### src/allm_pkg.sv
// Shared types, constants and microcode ROM for the linked list manager.
`timescale 1ns / 1ps
`default_nettype none
package allm_pkg;

  localparam int ALLM_DEPTH       = 256;
  localparam int ALLM_AW          = $clog2(ALLM_DEPTH);
  localparam int ALLM_VALUE_WIDTH = 32;

  localparam logic [1:0] ST_OK      = 2'd0;
  localparam logic [1:0] ST_FULL    = 2'd1;
  localparam logic [1:0] ST_INVALID = 2'd2;

  localparam logic CMD_INSERT = 1'b0;
  localparam logic CMD_DELETE = 1'b1;

  // sequencer steps
  typedef enum logic [3:0] {
    S_INIT, S_IDLE,
    S_I0, S_I1, S_I2, S_I3,
    S_D0, S_D1, S_D2, S_D3
  } step_t;

  // link RAM address source
  typedef enum logic [2:0] {A_POS, A_FREE, A_PRV, A_NXT, A_INIT} asel_t;
  // next_link write data
  typedef enum logic [1:0] {NW_FREE, NW_NXT, NW_INIT} nwsel_t;
  // prev_link write data
  typedef enum logic [1:0] {PW_ZERO, PW_POS, PW_FREE, PW_PRV} pwsel_t;
  // in_use write data
  typedef enum logic [1:0] {UW_CLR, UW_SET, UW_INIT} uwsel_t;
  typedef enum logic [1:0] {CHK_NONE, CHK_INS, CHK_DEL} chk_t;
  typedef enum logic [1:0] {UPD_NONE, UPD_INS, UPD_DEL} upd_t;
  typedef enum logic [1:0] {J_GO, J_SWEEP, J_DISPATCH} jmp_t;

  typedef struct packed {
    logic   accept;
    logic   next_we;
    asel_t  next_asel;
    nwsel_t next_wsel;
    logic   prev_we;
    asel_t  prev_asel;
    pwsel_t prev_wsel;
    logic   use_we;
    asel_t  use_asel;
    uwsel_t use_wsel;
    logic   val_we;
    logic   cap_n;
    logic   cap_p;
    logic   cap_fn;
    chk_t   chk;
    upd_t   upd;
    logic   fin;
    jmp_t   jmp;
    step_t  nxt;
  } cword_t;

  // microcode ROM: one control word per step
  function automatic cword_t ucode(input step_t s);
    cword_t c;
    c     = '0;
    c.nxt = S_IDLE;
    unique case (s)
      S_INIT: begin
        c.next_we   = 1'b1;
        c.next_asel = A_INIT;
        c.next_wsel = NW_INIT;
        c.prev_we   = 1'b1;
        c.prev_asel = A_INIT;
        c.prev_wsel = PW_ZERO;
        c.use_we    = 1'b1;
        c.use_asel  = A_INIT;
        c.use_wsel  = UW_INIT;
        c.jmp       = J_SWEEP;
        c.nxt       = S_IDLE;
      end
      S_IDLE: begin
        c.accept = 1'b1;
        c.jmp    = J_DISPATCH;
        c.nxt    = S_IDLE;
      end
      S_I0: begin
        c.next_asel = A_POS;
        c.use_asel  = A_POS;
        c.nxt       = S_I1;
      end
      S_I1: begin
        c.cap_n     = 1'b1;
        c.next_asel = A_FREE;
        c.use_asel  = A_POS;
        c.chk       = CHK_INS;
        c.nxt       = S_I2;
      end
      S_I2: begin
        c.cap_fn    = 1'b1;
        c.next_we   = 1'b1;
        c.next_asel = A_POS;
        c.next_wsel = NW_FREE;
        c.prev_we   = 1'b1;
        c.prev_asel = A_FREE;
        c.prev_wsel = PW_POS;
        c.use_we    = 1'b1;
        c.use_asel  = A_FREE;
        c.use_wsel  = UW_SET;
        c.val_we    = 1'b1;
        c.nxt       = S_I3;
      end
      S_I3: begin
        c.next_we   = 1'b1;
        c.next_asel = A_FREE;
        c.next_wsel = NW_NXT;
        c.prev_we   = 1'b1;
        c.prev_asel = A_NXT;
        c.prev_wsel = PW_FREE;
        c.upd       = UPD_INS;
        c.fin       = 1'b1;
        c.nxt       = S_IDLE;
      end
      S_D0: begin
        c.next_asel = A_POS;
        c.prev_asel = A_POS;
        c.use_asel  = A_POS;
        c.nxt       = S_D1;
      end
      S_D1: begin
        c.cap_n     = 1'b1;
        c.cap_p     = 1'b1;
        c.use_asel  = A_POS;
        c.chk       = CHK_DEL;
        c.nxt       = S_D2;
      end
      S_D2: begin
        c.next_we   = 1'b1;
        c.next_asel = A_PRV;
        c.next_wsel = NW_NXT;
        c.prev_we   = 1'b1;
        c.prev_asel = A_NXT;
        c.prev_wsel = PW_PRV;
        c.use_we    = 1'b1;
        c.use_asel  = A_POS;
        c.use_wsel  = UW_CLR;
        c.nxt       = S_D3;
      end
      S_D3: begin
        c.next_we   = 1'b1;
        c.next_asel = A_POS;
        c.next_wsel = NW_FREE;
        c.prev_we   = 1'b1;
        c.prev_asel = A_POS;
        c.prev_wsel = PW_ZERO;
        c.upd       = UPD_DEL;
        c.fin       = 1'b1;
        c.nxt       = S_IDLE;
      end
      default: begin
        c.jmp = J_GO;
        c.nxt = S_IDLE;
      end
    endcase
    return c;
  endfunction

endpackage
`default_nettype wire

### src/allm_ram.sv
// Generic single-port RAM with registered read.
`timescale 1ns / 1ps
`default_nettype none
module allm_ram #(
  parameter int WIDTH = 8,
  parameter int DEPTH = 256
) (
  input  wire logic                     clk,
  input  wire logic                     we,
  input  wire logic [$clog2(DEPTH)-1:0] addr,
  input  wire logic [WIDTH-1:0]         wdata,
  output logic      [WIDTH-1:0]         rdata
);

  logic [WIDTH-1:0] mem_r [DEPTH];
  logic [WIDTH-1:0] rdata_r;

  always_ff @(posedge clk) begin
    if (we) begin
      mem_r[addr] <= wdata;
    end
    rdata_r <= mem_r[addr];
  end

  assign rdata = rdata_r;

endmodule
`default_nettype wire

### src/array_linked_list_manager_core.sv
// Array-backed doubly linked list with free list, driven by a microcoded sequencer.
// An insert or delete runs the sequencer steps I0-I3 or D0-D3 after the accept step; a
//   rejected request (full, invalid slot) ends at step I1 or D1. Result is registered.
// A new request is taken only in the idle step, after the last one has finished; each
//   single-ported RAM takes at most two reads then two writes, one access per step.
// Reset: synchronous active-low; afterwards a pass over all 256 slots initializes the
//   link RAMs (in_tready stays low during it).
`timescale 1ns / 1ps
`default_nettype none
module array_linked_list_manager_core #(
  parameter int VALUE_WIDTH = allm_pkg::ALLM_VALUE_WIDTH
) (
  input  wire logic        clk,
  input  wire logic        rst_n,
  input  wire logic        in_tvalid,
  output logic             in_tready,
  input  wire logic [47:0] in_tdata,   // cmd[0], position[8:1], value[40:9], zero pad
  output logic             out_tvalid,
  input  wire logic        out_tready,
  output logic      [23:0] out_tdata   // status[1:0], slot[9:2], count[17:10], zero pad
);

  localparam int AW = allm_pkg::ALLM_AW;

  // sequencer
  allm_pkg::step_t  step_r, step_nxt;
  allm_pkg::cword_t cw;
  logic [AW-1:0]    init_cnt_r, init_cnt_nxt;

  // request and datapath registers
  logic                   cmd_r, cmd_nxt;
  logic [AW-1:0]          pos_r, pos_nxt;
  logic [VALUE_WIDTH-1:0] val_r, val_nxt;
  logic [AW-1:0]          n_r, n_nxt;     // successor of the node
  logic [AW-1:0]          p_r, p_nxt;     // predecessor of the node
  logic [AW-1:0]          fn_r, fn_nxt;   // successor of free head on the free list
  logic [AW-1:0]          free_head_r, free_head_nxt;
  logic [AW-1:0]          count_r, count_nxt;

  // result register
  logic       out_valid_r, out_valid_nxt;
  logic [1:0] out_status_r, out_status_nxt;
  logic [7:0] out_slot_r, out_slot_nxt;
  logic [7:0] out_count_r, out_count_nxt;

  // RAM ports
  logic [AW-1:0] next_addr, next_wdata, next_rdata;
  logic [AW-1:0] prev_addr, prev_wdata, prev_rdata;
  logic [AW-1:0] use_addr;
  logic          use_wdata, use_rdata;
  logic [AW-1:0] init_link;

  // step control
  logic       chk_fail;
  logic [1:0] fail_status;
  logic       finish;
  logic       adv;
  logic       accept;

  function automatic logic [AW-1:0] pick_addr(
    input allm_pkg::asel_t sel,
    input logic [AW-1:0]   pos,
    input logic [AW-1:0]   fh,
    input logic [AW-1:0]   prv,
    input logic [AW-1:0]   nxt,
    input logic [AW-1:0]   ini
  );
    logic [AW-1:0] a;
    unique case (sel)
      allm_pkg::A_POS:  a = pos;
      allm_pkg::A_FREE: a = fh;
      allm_pkg::A_PRV:  a = prv;
      allm_pkg::A_NXT:  a = nxt;
      allm_pkg::A_INIT: a = ini;
      default:          a = pos;
    endcase
    return a;
  endfunction

  // control word of the current step
  always_comb begin
    cw = allm_pkg::ucode(step_r);
  end

  assign in_tready = cw.accept;
  assign accept    = in_tvalid & cw.accept;

  // reset image of next_link: sentinel to itself, free chain ascending, last slot to 0
  assign init_link = (init_cnt_r == '0) ? '0 : init_cnt_r + AW'(1);

  // validity checks on the read data of the first step
  always_comb begin
    chk_fail    = 1'b0;
    fail_status = allm_pkg::ST_INVALID;
    unique case (cw.chk)
      allm_pkg::CHK_NONE: chk_fail = 1'b0;
      allm_pkg::CHK_INS: begin
        chk_fail    = !use_rdata || (free_head_r == '0);
        fail_status = use_rdata ? allm_pkg::ST_FULL : allm_pkg::ST_INVALID;
      end
      allm_pkg::CHK_DEL: chk_fail = !use_rdata || (pos_r == '0);
      default:           chk_fail = 1'b0;
    endcase
  end

  // a finishing step waits while the result register is still occupied
  assign finish = cw.fin | chk_fail;
  assign adv    = !(finish && out_valid_r && !out_tready);

  // next step
  always_comb begin
    step_nxt = step_r;
    priority if (!adv) begin
      step_nxt = step_r;
    end else if (chk_fail) begin
      step_nxt = allm_pkg::S_IDLE;
    end else begin
      unique case (cw.jmp)
        allm_pkg::J_GO:    step_nxt = cw.nxt;
        allm_pkg::J_SWEEP: step_nxt = (&init_cnt_r) ? cw.nxt : step_r;
        allm_pkg::J_DISPATCH: begin
          if (in_tvalid) begin
            step_nxt = (in_tdata[0] == allm_pkg::CMD_DELETE) ? allm_pkg::S_D0
                                                              : allm_pkg::S_I0;
          end
        end
        default: step_nxt = allm_pkg::S_IDLE;
      endcase
    end
  end

  // RAM address and write-data selection
  always_comb begin
    next_addr = pick_addr(cw.next_asel, pos_r, free_head_r, p_r, n_r, init_cnt_r);
    prev_addr = pick_addr(cw.prev_asel, pos_r, free_head_r, p_r, n_r, init_cnt_r);
    use_addr  = pick_addr(cw.use_asel, pos_r, free_head_r, p_r, n_r, init_cnt_r);

    unique case (cw.next_wsel)
      allm_pkg::NW_FREE: next_wdata = free_head_r;
      allm_pkg::NW_NXT:  next_wdata = n_r;
      allm_pkg::NW_INIT: next_wdata = init_link;
      default:           next_wdata = n_r;
    endcase

    unique case (cw.prev_wsel)
      allm_pkg::PW_ZERO: prev_wdata = '0;
      allm_pkg::PW_POS:  prev_wdata = pos_r;
      allm_pkg::PW_FREE: prev_wdata = free_head_r;
      allm_pkg::PW_PRV:  prev_wdata = p_r;
      default:           prev_wdata = '0;
    endcase

    unique case (cw.use_wsel)
      allm_pkg::UW_CLR:  use_wdata = 1'b0;
      allm_pkg::UW_SET:  use_wdata = 1'b1;
      allm_pkg::UW_INIT: use_wdata = (init_cnt_r == '0);
      default:           use_wdata = 1'b0;
    endcase
  end

  // datapath and result next values
  always_comb begin
    init_cnt_nxt   = init_cnt_r;
    cmd_nxt        = cmd_r;
    pos_nxt        = pos_r;
    val_nxt        = val_r;
    n_nxt          = n_r;
    p_nxt          = p_r;
    fn_nxt         = fn_r;
    free_head_nxt  = free_head_r;
    count_nxt      = count_r;
    out_valid_nxt  = out_valid_r & ~out_tready;
    out_status_nxt = out_status_r;
    out_slot_nxt   = out_slot_r;
    out_count_nxt  = out_count_r;

    if (cw.jmp == allm_pkg::J_SWEEP) begin
      init_cnt_nxt = init_cnt_r + AW'(1);
    end

    if (accept) begin
      cmd_nxt = in_tdata[0];
      pos_nxt = in_tdata[8:1];
      val_nxt = VALUE_WIDTH'(in_tdata[40:9]);
    end

    if (adv) begin
      if (cw.cap_n) begin
        n_nxt = next_rdata;
      end
      if (cw.cap_p) begin
        p_nxt = prev_rdata;
      end
      if (cw.cap_fn) begin
        fn_nxt = next_rdata;
      end

      unique case (cw.upd)
        allm_pkg::UPD_NONE: ;
        allm_pkg::UPD_INS: begin
          free_head_nxt = fn_r;
          count_nxt     = count_r + AW'(1);
        end
        allm_pkg::UPD_DEL: begin
          free_head_nxt = pos_r;
          if (count_r != '0) begin
            count_nxt = count_r - AW'(1);
          end
        end
        default: ;
      endcase

      if (finish) begin
        out_valid_nxt  = 1'b1;
        out_status_nxt = chk_fail ? fail_status : allm_pkg::ST_OK;
        if (chk_fail) begin
          out_slot_nxt = '0;
        end else if (cw.upd == allm_pkg::UPD_INS) begin
          out_slot_nxt = 8'(free_head_r);
        end else begin
          out_slot_nxt = 8'(pos_r);
        end
        out_count_nxt = 8'(count_nxt);
      end
    end
  end

  // control state
  always_ff @(posedge clk) begin
    if (!rst_n) begin
      step_r      <= allm_pkg::S_INIT;
      init_cnt_r  <= '0;
      free_head_r <= AW'(1);
      count_r     <= '0;
      out_valid_r <= 1'b0;
    end else begin
      step_r      <= step_nxt;
      init_cnt_r  <= init_cnt_nxt;
      free_head_r <= free_head_nxt;
      count_r     <= count_nxt;
      out_valid_r <= out_valid_nxt;
    end
  end

  // payload
  always_ff @(posedge clk) begin
    cmd_r        <= cmd_nxt;
    pos_r        <= pos_nxt;
    val_r        <= val_nxt;
    n_r          <= n_nxt;
    p_r          <= p_nxt;
    fn_r         <= fn_nxt;
    out_status_r <= out_status_nxt;
    out_slot_r   <= out_slot_nxt;
    out_count_r  <= out_count_nxt;
  end

  // node store: links, in-use flags, element values
  allm_ram #(.WIDTH(AW), .DEPTH(allm_pkg::ALLM_DEPTH)) u_next_ram (
    .clk   (clk),
    .we    (cw.next_we & adv),
    .addr  (next_addr),
    .wdata (next_wdata),
    .rdata (next_rdata)
  );

  allm_ram #(.WIDTH(AW), .DEPTH(allm_pkg::ALLM_DEPTH)) u_prev_ram (
    .clk   (clk),
    .we    (cw.prev_we & adv),
    .addr  (prev_addr),
    .wdata (prev_wdata),
    .rdata (prev_rdata)
  );

  allm_ram #(.WIDTH(1), .DEPTH(allm_pkg::ALLM_DEPTH)) u_use_ram (
    .clk   (clk),
    .we    (cw.use_we & adv),
    .addr  (use_addr),
    .wdata (use_wdata),
    .rdata (use_rdata)
  );

  // values are held for the list contents; no operation reads them back
  allm_ram #(.WIDTH(VALUE_WIDTH), .DEPTH(allm_pkg::ALLM_DEPTH)) u_val_ram (
    .clk   (clk),
    .we    (cw.val_we & adv),
    .addr  (free_head_r),
    .wdata (val_r),
    .rdata ()
  );

  assign out_tvalid = out_valid_r;
  assign out_tdata  = {6'b0, out_count_r, out_slot_r, out_status_r};

endmodule
`default_nettype wire

### config.mk
export PLATFORM = sky130hd
export DESIGN_NAME = array_linked_list_manager_core
export DESIGN_NICKNAME = d
export VERILOG_FILES = /design/src/allm_pkg.sv /design/src/allm_ram.sv /design/src/array_linked_list_manager_core.sv
export SDC_FILE = /design/constraint.sdc
export NUM_CORES = 2
export LEC_CHECK = 0
export BUFFER_PORTS_ARGS = -buffer_cell sky130_fd_sc_hd__buf_4
export CAP_MARGIN = 15
export CELL_PAD_IN_SITES_DETAIL_PLACEMENT = 0
export CELL_PAD_IN_SITES_GLOBAL_PLACEMENT = 1
export CORE_MARGIN = 8
export CORE_UTILIZATION = 40
export CTS_CLUSTER_DIAMETER = 50
export DETAILED_ROUTE_END_ITERATION = 7
export GPL_ROUTABILITY_DRIVEN = 0
export PLACE_DENSITY_LB_ADDON = 0.12
export SYNTH_ARGS = -nofsm -noshare
export SYNTH_HDL_FRONTEND = slang
export SYNTH_HIERARCHICAL = 1
export SYNTH_MEMORY_MAX_BITS = 65536
export SYNTH_SLANG_ARGS = --single-unit
### constraint.sdc
create_clock -name clk -period 37.1 [get_ports clk]
set_input_delay 9.275 -clock clk [delete_from_list [all_inputs] [get_ports clk]]
set_output_delay 9.275 -clock clk [all_outputs]
set_load 0.01 [all_outputs]
==> flow_summary.json <==
{
  "start_kind": "input pin",
  "dpl_cell_area_um2": 180000,
  "crit_type": "input pin to flop",
  "cts_tree": "done",
  "powerDensity_nw_per_um2": 74.9,
  "track_usage_pct": 19.2,
  "synth_edf_count": 4402,
  "routed_wl_um": 445000,
  "timing.fmax_ghz": 0.0807,
  "setup_violations": 0,
  "endpoint_kind": "flop",
  "core-area_um2": 431000,
  "status": "finished, final reports clean",
  "grt_pass1_vias": 87100,
  "cp.arrival_ps": 12990,
  "area_growth_pct": 13.9,
  "drive_above_1_share_pct": 24.3,
  "synth_area_um2": 173000,
  "rr_startpoint": "step_r[3]",
  "leakagePower_uw": 0.0568,
  "ctsHoldBuffers": 0,
  "die-area_um2": 453000,
  "grt_start_max_net_pins": 202,
  "fin_crit_sh_pct": 33.4,
  "cts_setup_buffers": 0,
  "wl_per_cell_um": 30.2,
  "fin_setup_tns_ps": 0,
  "vias_per_cell": 5.70,
  "rr_worst_depth": 13,
  "min_period_ps": 12400,
  "drt_drc_violations_left": 0,
  "drt_iter0_drc": 7692,
  "layout.cells.non_filler": 14700,
  "cts.clk_slew.worst_paths_ps": 50,
  "ant_nets": 0,
  "htreeDepth": 6,
  "synth_cell_types": 70,
  "slew-limit-headroom_pct": 9.57,
  "firstDrtPassIters": 6,
  "cts_root_buffer": "clkbuf_16",
  "ios": 78,
  "maxCapViolations": 0,
  "maxSlewViolCount": 0,
  "nNetsFinal": 8656,
  "ctsResizeCount": 0,
  "clock_sinks": 4448,
  "synthCells": 8352,
  "cts-buffers-inserted": 523,
  "hold_viol": 0,
  "hp-class": "flop to flop",
  "worstMarginPinSlew_ps": 1340,
  "placedCellCount": 13800,
  "setup_ws_ps": 24700,
  "synth_ff_type": "edfxtp_1",
  "async_flop_share_pct": 0,
  "rows": 241,
  "critPathRequiredTime_ps": 37690,
  "whs_path_depth": 0,
  "rsz0062_at_grt": "no",
  "yosysSeqAreaShare_pct": 77.0,
  "peakVddDrop_uv": 84.6,
  "clk_latency_ps": 1010,
  "r2r-end": "u_prev_ram/rdata[4]",
  "post-synth-top-area-cell": "edfxtp_1",
  "holdPathEnd": "p_r[5]",
  "grt_pass1_wl_um": 637000,
  "hpwl_um": 254000,
  "start_util_pct": 40.1,
  "place_ws_ps": 23630,
  "antenna_found_initial": 11,
  "clock-skew-final_ps": 53.6,
  "worstPathMaxFanout": 26,
  "hp-start": "u_prev_ram/rdata[5]",
  "synth.top_cell.area_share_pct": 76.5,
  "power_uw": 14700,
  "port_buffers": 32,
  "num_vias": 83900,
  "grt-ovfl-total": 0,
  "yosys-top-cells-area": "edfxtp_1 77%, mux4_2 14%, a22oi_1 2.5%",
  "cts_buffer_depth": 4,
  "reg2reg_slack_ps": 28960,
  "die_y_um": 673,
  "fin_area_um2": 197000,
  "syn_avg_cell_area_um2": 20.7,
  "die_x_um": 673,
  "yosysWarnings": 6,
  "synth.ff_latch_count": 4448
}
## stage by stage
stage	hold slack [ps]	util (%)
5_1_grt	414	45.7
6_report	412	45.7
4_1_cts	415	45.7
3_3_place_gp	396	41.8
3_5_place_dp	390	41.8
2_1_floorplan	386	-
## routing by layer
metal,part of all wire [%],track usage (%),vias up,routed length (um)
li1,-,-,35400,-
met4,2.5,4.69,0,11300
met2,49,32.1,2412,219000
met3,5.4,2.81,634,23900
met1,43,26.7,45500,190000
met5,0,0,-,0
## area by class of cell
| class | count | area (um^2) |
|---|---|---|
| inverter | 28 | 158 |
| fill | 36300 | 234000 |
| clock inverter | 287 | 2720 |
| multi-input combinational | 3308 | 37300 |
| antenna | 8 | 20.0 |
| timing repair buffer | 282 | 2330 |
| tap | 5710 | 7140 |
| clock buffer | 647 | 14000 |
| sequential | 4448 | 133000 |
## synth_stat cells, types with 6 or more instances
master / count
a211oi_1: 7
a21oi_1: 270
a222oi_1: 15
a22oi_1: 568
and2_1: 12
buf_1: 39
buf_2: 86
buf_4: 40
buf_6: 37
clkbuf_1: 371
dfxtp_1: 46
edfxtp_1: 4402
ha_1: 13
inv_1: 27
mux2i_1: 25
mux4_2: 1088
nand2_1: 160
nand2b_1: 18
nand3_1: 51
nand4_1: 17
nor2_1: 759
nor2b_1: 36
nor3_1: 67
o211a_1: 11
o21ai_0: 28
o41ai_1: 64
xnor2_1: 8
xor2_1: 6
## state kept, by name, indices dropped and copies added, names as in the netlist, 2 cells and up
name	cells
u_next_ram/mem_r	2048
u_prev_ram/mem_r	2048
u_use_ram/mem_r	256
count_r	8
fn_r	8
free_head_r	8
init_cnt_r	8
n_r	8
out_count_r	8
out_slot_r	8
p_r	8
pos_r	8
u_next_ram/rdata	8
u_prev_ram/rdata	8
step_r	4
out_status_r	2
## report_power, final
group,switching [uW],internal [uW]
combinational,2480,1440
sequential,36.7,5820
clock,1990,2990
## cells by family after synthesis
logic type,share of synthesized area [%]
mux,14.3
other cells,0.00217
compound gates,4.04
xor+xnor,0.0710
simple gates,2.80
buf+inv,1.62
fa+ha+maj,0.0941
flops,77.0
## how the worst max path moves through the flow
stage | start | to | slack [ps] | cells past startpoint
floorplan | step_r[3] | u_next_ram/mem_r[0][0] | 23630 | 5
global placement | out_tready | u_prev_ram/mem_r[117][6] | 23630 | 12
detailed placement | out_tready | u_prev_ram/mem_r[117][6] | 23630 | 12
CTS | out_tready | u_prev_ram/mem_r[117][5] | 24700 | 12
global route | out_tready | u_prev_ram/mem_r[117][5] | 24550 | 12
finish | out_tready | u_prev_ram/mem_r[117][4] | 24700 | 12
## placed cells by master (no fill, tap or decap), types with 44 or more instances in the layout
cell type	netlist	layout
buf_4	40	260
clkinv_2	0	70
bufinv_16	0	44
a22oi_1	568	568
clkbuf_16	0	545
nor2_1	759	753
mux4_2	1088	1088
dfxtp_1	46	46
nand2_1	160	157
a21oi_1	270	266
o41ai_1	64	51
clkbuf_1	371	101
nor3_1	67	66
edfxtp_1	4402	4402
clkinv_1	1	102
## critical path: stages
cell and delay, ps:
buf_4 90, nor2b_1 70, o21ai_0 140, a31oi_2 60, buf_4 240, a21oi_4 150, buf_4 540, inv_1 150
nor2_1 360, nand2_1 630, buf_4 480, nor2_1 740
Note: power is estimated with default switching activity, not from simulation.
